[config.mk]
export PLATFORM = sky130hd
export DESIGN_NAME = pwm_input_duty_frequency_meter
export DESIGN_NICKNAME = d
export VERILOG_FILES = /design/src/design/pwmm_pkg.sv /design/src/design/pwmm_div.sv /design/src/design/pwm_input_duty_frequency_meter.sv
export SDC_FILE = /design/constraint.sdc
export NUM_CORES = 1
export LEC_CHECK = 0
export ABC_AREA = 1
export ABC_CLOCK_PERIOD_IN_PS = 4000
export BUFFER_PORTS_ARGS = -buffer_cell sky130_fd_sc_hd__buf_2
export CORE_ASPECT_RATIO = 1.2
export CORE_MARGIN = 4
export CORE_UTILIZATION = 50
export CTS_CLUSTER_SIZE = 10
export DETAILED_ROUTE_END_ITERATION = 16
export PLACE_DENSITY = 0.71
export SETUP_SLACK_MARGIN = 0.15
export SLEW_MARGIN = 30
export SYNTH_ARGS = -nofsm -noshare
export SYNTH_HDL_FRONTEND = slang
export SYNTH_HIERARCHICAL = 1
export SYNTH_SLANG_ARGS = --single-unit
[constraint.sdc]
create_clock -name clk -period 4 [get_ports clk]
set_input_delay 0.2 -clock clk [delete_from_list [all_inputs] [get_ports clk]]
set_output_delay 0.2 -clock clk [all_outputs]
set_load 0.1 [all_outputs]
[src/design/pwmm_pkg.sv]
`default_nettype none
package pwmm_pkg;

  // capture counter width (period and high time)
  localparam int CAP_W   = 16;
  localparam int DUTY_W  = 7;
  localparam int FREQ_W  = 27;
  localparam int TICK_W  = 16;
  localparam int CFG_W   = 32;
  localparam int CIDX_W  = 2;

  // high*100 needs seven more bits than a capture
  localparam int DUTY_DIVD_W = CAP_W + DUTY_W;
  localparam int DIV_W       = (FREQ_W > DUTY_DIVD_W) ? FREQ_W : DUTY_DIVD_W;
  localparam int DIV_CNT_W   = $clog2(DIV_W + 1);

  localparam logic [DUTY_W-1:0] DUTY_SCALE    = DUTY_W'(100);
  localparam logic [FREQ_W-1:0] CLOCK_RESET   = FREQ_W'(1000000);
  localparam logic [TICK_W-1:0] TIMEOUT_RESET = TICK_W'(1000);

  // input tuser codes
  localparam logic CMD_CAPTURE = 1'b0;
  localparam logic CMD_TICK    = 1'b1;

  // register indexes
  localparam logic [CIDX_W-1:0] REG_SAMPLE_CLK = CIDX_W'(0);
  localparam logic [CIDX_W-1:0] REG_TIMEOUT    = CIDX_W'(1);

  typedef struct packed {
    logic busy;
    logic done;
  } div_stat_t;

endpackage
`default_nettype wire

[src/design/pwmm_div.sv]
`default_nettype none
// Restoring divider, one quotient bit per cycle, MSB first.
module pwmm_div import pwmm_pkg::*; (
  input  wire logic              clk,
  input  wire logic              rst_n,
  input  wire logic              start,
  input  wire logic [DIV_W-1:0]  dividend,
  input  wire logic [CAP_W-1:0]  divisor,
  output logic      [DIV_W-1:0]  quotient,
  output div_stat_t              stat
);

  logic [DIV_W-1:0]     quot_r;
  logic [CAP_W-1:0]     rem_r;
  logic [CAP_W-1:0]     dvsr_r;
  logic [DIV_CNT_W-1:0] cnt_r;
  logic                 done_r;
  logic [CAP_W:0]       trial;
  logic [CAP_W:0]       diff;
  logic                 ge;

  assign trial = {rem_r, quot_r[DIV_W-1]};
  assign diff  = trial - {1'b0, dvsr_r};
  assign ge    = trial >= {1'b0, dvsr_r};

  always_ff @(posedge clk) begin
    if (!rst_n) begin
      cnt_r  <= '0;
      done_r <= 1'b0;
    end else begin
      done_r <= (cnt_r == DIV_CNT_W'(1));
      if (start) begin
        cnt_r <= DIV_CNT_W'(DIV_W);
      end else if (cnt_r != '0) begin
        cnt_r <= cnt_r - DIV_CNT_W'(1);
      end
    end
  end

  always_ff @(posedge clk) begin
    if (start) begin
      quot_r <= dividend;
      rem_r  <= '0;
      dvsr_r <= divisor;
    end else if (cnt_r != '0) begin
      rem_r  <= ge ? diff[CAP_W-1:0] : trial[CAP_W-1:0];
      quot_r <= {quot_r[DIV_W-2:0], ge};
    end
  end

  assign quotient  = quot_r;
  assign stat.busy = (cnt_r != '0);
  assign stat.done = done_r;

endmodule
`default_nettype wire

[src/design/pwm_input_duty_frequency_meter.sv]
`default_nettype none
// PWM input meter. Each input transfer is either a capture (tuser = 0: period and
// high-time counts) or a one-millisecond tick (tuser = 1), and each one produces
// exactly one result transfer with the current duty percent, frequency in hertz
// and a fresh flag; once the timeout has run out the readings show zero. A capture
// with a nonzero period runs two bit-serial restoring dividers side by side
// (high*100/period and sample_clock_hz/period), one quotient bit per cycle over
// the 27-bit dividend, before the result is loaded; a tick or a zero-period capture
// goes to the result load with no division. One item is in work at a time; the
// result sits in an output register until taken. Configuration writes are taken at
// any time but must only be issued while the block is idle.
module pwm_input_duty_frequency_meter import pwmm_pkg::*; (
  input  wire logic              clk,
  input  wire logic              rst_n,
  // input channel
  input  wire logic              in_tvalid,
  output logic                   in_tready,
  input  wire logic [2*CAP_W-1:0] in_tdata,  // period_count, high_count
  input  wire logic              in_tuser,   // cmd: 0 capture, 1 tick
  // result channel
  output logic                   out_tvalid,
  input  wire logic              out_tready,
  output logic [39:0]            out_tdata,  // duty_percent, frequency_hz, zero pad
  output logic                   out_tuser,  // fresh
  // configuration writes
  input  wire logic              cfg_valid,
  output logic                   cfg_ready,
  input  wire logic [CIDX_W-1:0] cfg_index,
  input  wire logic [CFG_W-1:0]  cfg_data
);

  localparam logic [1:0] ST_IDLE = 2'd0;
  localparam logic [1:0] ST_DIV  = 2'd1;
  localparam logic [1:0] ST_LOAD = 2'd2;

  logic [1:0]        state_r, state_nxt;
  logic [FREQ_W-1:0] sample_clk_r;
  logic [TICK_W-1:0] timeout_r;
  logic [DUTY_W-1:0] duty_r;
  logic [FREQ_W-1:0] freq_r;
  logic [TICK_W-1:0] ticks_r;
  logic              clamp_r;
  logic              out_tvalid_r;
  logic [39:0]       out_tdata_r;
  logic              out_tuser_r;

  logic [CAP_W-1:0]       period;
  logic [CAP_W-1:0]       high;
  logic                   in_xfer;
  logic                   div_start;
  logic [DUTY_DIVD_W-1:0] high_x100;
  logic [DIV_W-1:0]       duty_q;
  logic [DIV_W-1:0]       freq_q;
  div_stat_t              duty_stat;
  div_stat_t              freq_stat;
  logic                   out_free;
  logic                   fresh;

  assign period = in_tdata[CAP_W-1:0];
  assign high   = in_tdata[2*CAP_W-1:CAP_W];

  assign in_tready = (state_r == ST_IDLE);
  assign in_xfer   = in_tvalid && in_tready;
  assign div_start = in_xfer && (in_tuser == CMD_CAPTURE) && (period != '0);
  assign cfg_ready = 1'b1;

  // high * 100 = high*64 + high*32 + high*4
  assign high_x100 = {1'b0, high, 6'b0} + {2'b0, high, 5'b0} + {5'b0, high, 2'b0};

  pwmm_div u_div_duty (
    .clk      (clk),
    .rst_n    (rst_n),
    .start    (div_start),
    .dividend (DIV_W'(high_x100)),
    .divisor  (period),
    .quotient (duty_q),
    .stat     (duty_stat)
  );

  pwmm_div u_div_freq (
    .clk      (clk),
    .rst_n    (rst_n),
    .start    (div_start),
    .dividend (DIV_W'(sample_clk_r)),
    .divisor  (period),
    .quotient (freq_q),
    .stat     (freq_stat)
  );

  assign out_free = !out_tvalid_r || out_tready;
  assign fresh    = (ticks_r != '0);

  always_comb begin
    state_nxt = state_r;
    case (state_r)
      ST_IDLE: begin
        if (div_start) begin
          state_nxt = ST_DIV;
        end else if (in_xfer) begin
          state_nxt = ST_LOAD;
        end
      end
      ST_DIV: begin
        if (duty_stat.done && freq_stat.done) begin
          state_nxt = ST_LOAD;
        end
      end
      ST_LOAD: begin
        if (out_free) begin
          state_nxt = ST_IDLE;
        end
      end
      default: state_nxt = ST_IDLE;
    endcase
  end

  always_ff @(posedge clk) begin
    if (!rst_n) begin
      state_r      <= ST_IDLE;
      sample_clk_r <= CLOCK_RESET;
      timeout_r    <= TIMEOUT_RESET;
      duty_r       <= '0;
      freq_r       <= '0;
      ticks_r      <= TIMEOUT_RESET;
      out_tvalid_r <= 1'b0;
    end else begin
      state_r <= state_nxt;

      if (cfg_valid && cfg_ready) begin
        if (cfg_index == REG_SAMPLE_CLK) begin
          sample_clk_r <= cfg_data[FREQ_W-1:0];
        end else if (cfg_index == REG_TIMEOUT) begin
          timeout_r <= cfg_data[TICK_W-1:0];
        end
      end

      if (in_xfer) begin
        if (in_tuser == CMD_CAPTURE) begin
          // every capture reloads the timeout
          ticks_r <= timeout_r;
          if (period == '0) begin
            duty_r <= '0;
            freq_r <= '0;
          end
        end else if (ticks_r != '0) begin
          ticks_r <= ticks_r - TICK_W'(1);
        end
      end

      if (state_r == ST_DIV && duty_stat.done && freq_stat.done) begin
        duty_r <= clamp_r ? DUTY_SCALE : duty_q[DUTY_W-1:0];
        freq_r <= freq_q[FREQ_W-1:0];
      end

      if (state_r == ST_LOAD && out_free) begin
        out_tvalid_r <= 1'b1;
      end else if (out_tready) begin
        out_tvalid_r <= 1'b0;
      end
    end
  end

  // payload registers
  always_ff @(posedge clk) begin
    if (div_start) begin
      // high >= period means the duty reaches or passes 100
      clamp_r <= (high >= period);
    end
    if (state_r == ST_LOAD && out_free) begin
      out_tdata_r <= fresh ? {6'b0, freq_r, duty_r} : '0;
      out_tuser_r <= fresh;
    end
  end

  assign out_tvalid = out_tvalid_r;
  assign out_tdata  = out_tdata_r;
  assign out_tuser  = out_tuser_r;

endmodule
`default_nettype wire

# Yosys cells after proc, flatten, opt, wreduce, memory -nomap -nowiden
# Index checks and enable logic that the tools add are counted.
# op_classes
addsub	7
multipliers	0
div	0
n_lt_le_gt_ge	3
n_eq_ne	10
shifts	0
muxes	28
bitwise_logic	3
reduce_logical	27
# ops
cell	n
27-bit 2-to-1 mux	6
16-bit 2-to-1 mux	4
23-bit 2-to-1 mux	2
7-bit 2-to-1 mux	5
17-bit by 16-bit >= comparator with 1-bit output	2
16-bit nonzero test	2
16-bit subtractor	2
22-bit by 21-bit adder with 23-bit output	1
23-bit by 18-bit adder with 23-bit output	1
5-bit 2-to-1 mux	4
16-bit >= comparator	1
16-bit zero test	1
16-bit by 1-bit subtractor with 16-bit output (second input constant)	1
5-bit by 1-bit equality test with 1-bit output (second input constant)	2
2-bit nonzero test	5
5-bit nonzero test	2
5-bit by 1-bit subtractor with 5-bit output (second input constant)	2
3-bit AND reduction	3
2-bit 2-to-1 mux	4
1-bit logical AND	7
2-bit one-hot mux with 3 select lines	1
2-bit by 1-bit equality test with 1-bit output (second input constant)	2
2-bit zero test	2
2-bit by 1-bit != test with 1-bit output (second input constant)	2
9 further kinds	14
# word_totals
reg_bits	252
latch_bits	0
mem_bits_rw	0
mem_bits_ro	0
word_cells	101
memories	0

# Logic depth before layout (Yosys ltp)
# Gate-level depths: netlist of run 1.
# logic_depth
ltp_word	6
depth_mapped	15
ltp_nobuf	15

# Hierarchy
# The synthesis of run 1 kept the hierarchy.
# by_module_without_submodules
mod	instances	cells_each	area_per_inst_um2	seq_area_each_um2
pwmm_div	2	486	3759.9	1731.7
pwm_input_duty_frequency_meter	1	915	7050.5	3002.9

# Worst setup path after synthesis of run 1
# No wires, ideal clock.
# synth_timing
path_type	reg-to-reg
from	reg state_r[1]
to	reg u_div_duty.quot_r[0], in the netlist u_div_duty/quotient[0] (enable)
setup_ns	0.373
arrival_ns	4.354
required_ns	3.627
setup_slack_ns	-0.727
stages_incl_launch_ff	8
n_path_buf	0
synth_period_minus_slack_ns	4.727
cell_sequence	dfxtp_1 -> nor2_2 -> nand2_1 -> inv_2 -> nand2_4 -> a21oi_1 -> nor2_2 -> inv_2
# synth_via
elab_chain_cells	5
# synth_rtl
element	line	text
start, declared	pwm_input_duty_frequency_meter.sv:36	logic [1:0] state_r, state_nxt;
start signal, assigned	pwm_input_duty_frequency_meter.sv:127	state_r <= state_nxt;
2-bit zero test	pwm_input_duty_frequency_meter.sv:62	assign in_tready = (state_r == ST_IDLE);
named net in_tready	pwm_input_duty_frequency_meter.sv:17	output logic in_tready,
1-bit logical AND	pwm_input_duty_frequency_meter.sv:63	assign in_xfer = in_tvalid && in_tready;
1-bit logical AND (2 in series)	pwm_input_duty_frequency_meter.sv:64	assign div_start = in_xfer && (in_tuser == CMD_CAPTURE) && (period != '0);
named net div_start	pwm_input_duty_frequency_meter.sv:50	logic div_start;
2-bit nonzero test (no line)	n/a	
end signal, assigned	pwmm_div.sv:42	quot_r <= dividend;
end signal, assigned	pwmm_div.sv:47	quot_r <= {quot_r[DIV_W-2:0], ge};
end, declared	pwmm_div.sv:13	logic [DIV_W-1:0] quot_r;
# The timed path passes the listed nets, and every way through them passes these cells.
# A chain may end at the register's enable or synchronous reset.

# Worst setup path after layout of run 1
# layout_timing
from	in in_tdata[16]
to	reg u_div_duty.quot_r[18], in the netlist u_div_duty/quotient[18], data pin
# layout_via
elab_chain_cells	3
# layout_rtl
element	line	text
start, declared	pwm_input_duty_frequency_meter.sv:18	input wire logic [2*CAP_W-1:0] in_tdata,
22-bit by 21-bit adder with 23-bit output	pwm_input_duty_frequency_meter.sv:68	assign high_x100 = {1'b0, high, 6'b0} + {2'b0, high, 5'b0} + {5'b0, high, 2'b0};
23-bit by 18-bit adder with 23-bit output (*)	pwm_input_duty_frequency_meter.sv:68	
named net high_x100[18]	pwm_input_duty_frequency_meter.sv:51	logic [DUTY_DIVD_W-1:0] high_x100;
23-bit 2-to-1 mux (*)	pwmm_div.sv:41	if (start) begin
# Mark *: on every way through the listed nets, which the timed path passes. The rest lies on a longest branch.

==> out/results.ini, run 1 <==
[critical_path]
arrival_ns=2.97
cp_slowest_cell=fa_1
critPathKind=primary input to register
crit_buf_inv=4
cp_top_family=adder cells
required_ns=4.32
end_kind=register
crit_chain=dlygate4sd3_1, buf_2, inv_1, fa_1, inv_1, ha_1, fa_1, nand3_1, nand2_1, nand2_1, nand2_1, nand2_1, nand2_1, xor2_1, nand2_1, nand2_1
crit_top_cell=nand2_1
slowest_delay_ns=0.54
critPathLaunchType=primary input
critPathMaxFanout=3

[pwr]
leakage_uw=0.00791
p_total_uw=10400
max-vdd-ir-drop_v=0.000451
pwr_density_cell_nw_per_um2=619

[yosys]
muxShareOfSynthArea_pct=0
synth_adder_area_share_pct=8.67
ys_seq_area_share_pct=44.4
synth_top_family_by_area=simple AND/OR/NAND/NOR gates
synthDistinctLibCells=45
yosysWarnings=6
yosys.area_share.simple_pct=29.3
synth_seq_cells=262
synth_xor_area_share_pct=1.56
synth_top_area_share_pct=25.1
ys_top_cells_by_area=edfxtp_1 25%, dfxtp_1 19%, nand2_1 15%
synthesis.area_sq_um=14600
syn_area_per_cell_sq_um=7.72
synth_cells=1887
synth_compound_area_share_pct=7.26
yosysTopAreaCell=edfxtp_1

[route]
dr_wl_met3_mm=1.67
vias=12300
highest_layer=met4
drc=0
first_iter_violations=912
routed_wl_mm=35.3
vias_per_cell=5.08
dr.pass1.iters=6
wl_met1_mm=15.2
wl_per_cell_um=14.5
wl_met2_mm=17.2
drtAntennaViolNets=0

[die]
fp-row-count=68
dieArea_sq_um=31900
die_height_um=195
die_w_um=164
start_util_pct=50.7
coreArea_sq_um=28800
boundaryPins=116

[clock_tree]
clk_pin_slew_ns=0.06
postCtsSetupBuffers=0
cts_made_buffers=30
htreeDepth=1
clockBufferDepth=3
tritoncts=done
cts_sinks=262
root_buffer=clkbuf_16
clkLatencyLatePin_ns=0.56

[sta]
fin_ws_ns=1.35
tns_ns=0
rsz0062_at_grt=no
finalHoldViolations=0
relSlewSlack_pct=40.4
setup_viol=0
fin_skew_ns=0.0117
worst_pin_slew_ns=0.888
post-route-period-util_pct=66.3
min_period_ns=2.65
fmax_ghz=0.377
finalMaxSlewViolations=0

[placed_design]
pre_cts_slack_ns=1.25
dp_hpwl_mm=25.3
place_congestion=0.944
placedCellCount=2329
io_buffer_count=103

[global_routing]
grt_pass1_wl_mm=58.3
grt.total_usage_pct=22.0
grt_max_degree=61
antenna_found_initial=0
grt_pass1_vias=11800
grt-ovfl-total=0

[layout]
antenna_cells=0
final_layout_size_suffix_gt1_share_pct=9.87
finalNonFillerCells=2431
nNetsFinal=2186
syn_to_final_growth_pct=14.8

[status]
status=finished clean

[run]
cap_violations=0

[min_path]
min_path_type=primary input to register

power breakdown:
group / switching, uW / leakage (uW) / internal (uW)
logic: 2610 / 0.00513 / 1340
registers: 339 / 0.00236 / 3560
clock network: 1050 / 0.000425 / 1440
total: 4010 / 0.00791 / 6340
routing by layer:
layer,GRT usage [%],up-vias
li1,-,6306
met1,29.3,5615
met2,37.4,327
met3,2.22,90
met4,7.61,0
met5,0,-
cell type report:
| type | instances | area (sq um) |
|---|---|---|
| fill | 2676 | 12000 |
| multi-input combinational | 1321 | 6890 |
| sequential | 262 | 6470 |
| timing repair buffer | 157 | 1050 |
| inverter | 250 | 938 |
| clock buffer | 54 | 861 |
| tap | 385 | 482 |
| clock inverter | 2 | 35.0 |
per-stage QoR:
step	area (sq um)	hold WS, ns	util [%]
detailed placement	15300	0.413	53.4
finish	16700	0.0216	58.1
CTS	16700	0.00373	58.0
global route	16700	0.0466	58.1
global placement	15300	0.410	53.4
floorplan	14600	0.298	-
tightest hold or removal path: stages:
cell,delay (ns)
buf_2,0.14
nand2_1,0.07
nand2_1,0.06
cell usage after synthesis (all sizes together):
cell    count
fa         15
a31oi       5
o21a        2
nand3     168
a21boi      1
clkinv      3
conb        2
o21bai      4
ha         77
a21o        2
nand3b     19
o21ai      75
a211oi      2
dfxtp     140
o31ai       2
buf        38
xor2       16
inv       247
a21oi      99
clkbuf     27
nor3       13
o22ai       1
nor2      189
nand4      14
o211ai      2
nand2     587
xnor2      10
or2         3
edfxtp    122
a221oi      2
kinds of logic (layout without fill, tap and decap cells):
kind of cell	after synthesis	count (layout)
AO/OA/AOI/OAI	197	197
XOR/XNOR	26	26
adder cells (fa/ha/maj)	92	92
buffers and inverters	315	463
flip-flops	262	262
other	2	13
AND/OR/NAND/NOR	993	993
state kept, by name, indices dropped and copies added, names as in the netlist:
signal,count
clamp_r,1
duty_r,7
freq_r,27
out_tdata,34
out_tuser,1
out_tvalid,1
sample_clk_r,27
state_r,2
ticks_r,16
timeout_r,16
u_div_duty/cnt_r,5
u_div_duty/done_r,1
u_div_duty/dvsr_r,16
u_div_duty/quotient,27
u_div_duty/rem_r,16
u_div_freq/cnt_r,5
u_div_freq/done_r,1
u_div_freq/dvsr_r,16
u_div_freq/quotient,27
u_div_freq/rem_r,16
cells in the final DEF (no fill, tap or decap), drive strengths merged:
cell / Yosys / final
a211oi: 2 / 2
o21bai: 4 / 4
inv: 247 / 247
dfxtp: 140 / 140
clkinv: 3 / 5
ha: 77 / 77
a21o: 2 / 2
nand4: 14 / 14
nand3b: 19 / 19
fa: 15 / 15
a21boi: 1 / 1
edfxtp: 122 / 122
nor3: 13 / 13
a31oi: 5 / 5
o21a: 2 / 2
clkbuf: 27 / 54
nor2: 189 / 189
xnor2: 10 / 10
o22ai: 1 / 1
xor2: 16 / 16
dlygate4sd3: 0 / 45
o211ai: 2 / 2
a221oi: 2 / 2
o21ai: 75 / 75
nand3: 168 / 168
buf: 38 / 112
or2: 3 / 3
o31ai: 2 / 2
a21oi: 99 / 99
conb: 2 / 13
nand2: 587 / 587
path summary, 6_finish.rpt:
| check | start | end | slack (ns) | cells after the start |
|---|---|---|---|---|
| max reg2reg | state_r[1] | u_div_freq/quotient[8] | 1.45 | 8 |
| min | in_tdata[17] | u_div_duty/quotient[3] | 0.02 | 3 |
| max | in_tdata[16] | u_div_duty/quotient[18] | 1.35 | 16 |
| min reg2reg | timeout_r[4] | timeout_r[4] | 0.46 | 2 |
repair_timing:
action	4_1_cts	5_1_grt
hold endpoints to repair	77	0
resized for setup	0	0
hold buffers	45	0
No activity file was read; power rests on OpenSTA's default activity.
==> run 2: changes to the inputs <==
ABC_CLOCK_PERIOD_IN_PS = 2600   (was 4000)
PLACE_DENSITY = 0.68   (was 0.71)
clock period = 2.6 ns   (was 4 ns; I/O delays follow)
==> run 2 against run 1 <==
Register-to-register slack worse by 1.0 ns. Worst hold slack better by 0.046 ns. Clock skew is 0.0061 ns higher. Clock power is 60% higher. Cell area is 1.4% higher. Cell count is 0.82% higher. Non-clock buffer count is 19 higher. Critical path depth is 2 lower. Global-route usage is 0.65 points higher. Count of clock-buffer cells in the layout stayed put. Power is 56% higher.
==> out/results.ini, run 2 (synthesis gave the netlist of run 1 again) <==
[global_routing]
grtUsageMet3_pct=3.06  ; was 2.22%
antenna_found_initial=0  ; unchanged
grt.total_usage_pct=22.7  ; was 22.0%
grt_pass1_vias=12000  ; was 11800
grt_busiest_layer=met2  ; unchanged
grt_max_degree=50  ; was 61
globalRouteMet1Util_pct=30.1  ; was 29.3%
met2_usage_pct=38.0  ; was 37.4%
grt-ovfl-total=0  ; unchanged
grt_pass1_wl_mm=59.8  ; was 58.3 mm

[sta]
min_period_ns=2.26
finalHoldViolations=0  ; unchanged
fmax_ghz=0.442
tns_ns=0  ; unchanged
post-route-period-util_pct=86.9
worst_pin_slew_ns=0.637  ; was 0.888 ns
relSlewSlack_pct=57.5  ; was 40.4%
fin_skew_ns=0.0178  ; was 0.0117 ns
rsz0062_at_grt=no  ; unchanged
finalMaxSlewViolations=0  ; unchanged
setup_viol=0  ; unchanged

[min_path]
min_path_type=primary input to register  ; unchanged
hold_depth=6  ; was 3
min_from=in_tvalid  ; was in_tdata[17]
min_to=ticks_r[8]  ; was u_div_duty/quotient[3]

[critical_path]
arrival_ns=2.59  ; was 2.97 ns
critPathKind=primary input to register  ; unchanged
timing.rr.end=u_div_duty/rem_r[2]  ; was u_div_freq/quotient[8]
r2r-start=u_div_duty/dvsr_r[8]  ; was state_r[1]
required_ns=2.93  ; was 4.32 ns
end_kind=register  ; unchanged
critPathMaxFanout=6  ; was 3
regToRegSetupSlack_ns=0.40  ; was 1.45 ns
critPathLaunchType=primary input  ; unchanged
rr_worst_depth=11  ; was 8

[pwr]
p_seq_share_pct=36.7  ; was 37.6%
leakage_uw=0.00800  ; was 0.00791 uW
pwr_density_cell_nw_per_um2=955  ; was 619 nW/um^2
p_sw_uw=6260  ; was 4010 uW
clock_power_share_pct=24.7  ; was 24.1%
combPwrFrac_pct=38.7  ; was 38.2%
p_total_uw=16200  ; was 10400 uW
max-vdd-ir-drop_v=0.000693  ; was 0.000451 V
intPower_uw=9940  ; was 6340 uW
switching_share_pct=38.6  ; was 38.7%

[route]
vias=12400  ; was 12300
dr.pass1.iters=5  ; was 6
drtAntennaViolNets=0  ; unchanged
drc=0  ; unchanged
routed_wl_mm=36.2  ; was 35.3 mm
vias_per_cell=5.08  ; about the same
wl_per_cell_um=14.8  ; was 14.5 um
first_iter_violations=777  ; was 912

[die]
dieArea_sq_um=31900  ; unchanged
start_util_pct=50.7  ; unchanged
boundaryPins=116  ; unchanged
die_w_um=164  ; unchanged
coreArea_sq_um=28800  ; unchanged
fp-row-count=68  ; unchanged
die_height_um=195  ; unchanged

[clock_tree]
clkLatencyLatePin_ns=0.58  ; was 0.56 ns
tritoncts=done  ; unchanged
clockBufferDepth=3  ; unchanged
cts_sinks=262  ; unchanged
root_buffer=clkbuf_16  ; unchanged
clk_pin_slew_ns=0.06  ; about the same
cts_made_buffers=31  ; was 30
htreeDepth=1  ; unchanged

[layout]
final_layout_size_suffix_gt1_share_pct=10.7  ; was 9.87%
nNetsFinal=2206  ; was 2186
final_common_cell=nand2_1  ; unchanged
antenna_cells=0  ; unchanged
filler_cell_count=2690  ; was 2676
multi_input_area_sq_um=6910  ; was 6890 sq um
final_cell_mix=574 x nand2_1, 240 x inv_1, 168 x nor2_1  ; was 574 x nand2_1, 242 x inv_1, 168 x nor2_1
largest_reg_flops=34  ; unchanged
syn_to_final_growth_pct=16.4  ; was 14.8%
ff_latch_area_sq_um=6470  ; about the same

[placed_design]
io_buffer_count=103  ; unchanged
place_congestion=0.936  ; was 0.944
dp_hpwl_mm=25.3  ; about the same

[run]
cap_violations=0  ; unchanged

[status]
status=finished clean  ; unchanged

-- run 2: cell count changes in the layout (fill, tap and decap cells not counted), moves of 8 or more --
| cell | delta |
|---|---|
| o21ai_0 | -9 |
| o21ai_1 | +9 |
| buf_4 | +8 |
| dlygate4sd3_1 | +12 |
-- run 2: how the worst max path moves through the flow --
| stage | startpoint | endpoint | slack, ns | cells past startpoint |
|---|---|---|---|---|
| after floorplan | state_r[0] | u_div_freq/quotient[16] | -0.11 | 10 |
| after global placement | in_tdata[16] | u_div_duty/quotient[18] | 0.10 | 15 |
| after detailed placement | in_tdata[16] | u_div_duty/quotient[18] | 0.05 | 15 |
| after CTS | in_tdata[18] | u_div_duty/quotient[18] | 0.34 | 13 |
| after global routing | in_tdata[18] | u_div_duty/quotient[21] | 0.17 | 14 |
| final | in_tdata[18] | u_div_duty/quotient[21] | 0.34 | 14 |
-- run 2: power by group through the flow --
stage	Sequential (uW)	Clock [uW]	Combinational (uW)
detailed placement	6000	0	6130
finish	5940	4000	6260
floorplan	6030	0	4750
global placement	5990	0	5990
global route	6030	4270	7140
CTS	5930	4080	6230
-- run 2: layout make-up --
cell class,count,area share [%]
Multi-Input combinational cell,1321,40.8
Sequential cell,262,38.2
Timing Repair Buffer,176,7.11
Inverter,250,5.64
Clock buffer,54,5.27
Tap cell,385,2.84
Clock inverter,3,0.192
-- run 2: critical path, stage by stage --
cell and delay (ns):
dlygate4sd3_1 0.53, buf_2 0.16, fa_1 0.48, ha_1 0.39, a21oi_2 0.19, nand2_1 0.11
nand2_1 0.07, nand2_1 0.12, nand3_1 0.12, nand2_1 0.06, nand2_1 0.06, nand2_1 0.05
nand2_1 0.06, nand2_1 0.05
-- run 2: per-layer routing --
layer  part of all wire [%]  vias to the layer above
met4                    3.0                        0
met3                    4.9                       72
met2                     48                      317
met5                      0                        -
met1                     44                     5715
li1                       -                     6340
-- run 2: through the flow --
| stage | util (%) | setup slack (ns) | instance area, sq um | std cells | hold WS (ns) |
|---|---|---|---|---|---|
| 3_5_place_dp | 53.7 | 0.0547 | 15400 | 2337 | 0.347 |
| 6_report | 58.9 | 0.340 | 17000 | 2451 | 0.0672 |
| 4_1_cts | 58.9 | 0.344 | 16900 | 2451 | 0.0415 |
| 5_1_grt | 58.9 | 0.165 | 17000 | 2451 | 0.0974 |
| 3_3_place_gp | 53.7 | 0.104 | 15400 | 2337 | 0.343 |
| 2_1_floorplan | - | -0.106 | 14800 | 1898 | 0.223 |
-- run 2: timing repair --
item                                    4_1_cts  5_1_grt
setup buffers                                 0        0
endpoints found under the setup margin        0        2
endpoints found under the hold margin        89        0
gates resized for setup                       0        2
hold buffers                                 57        0
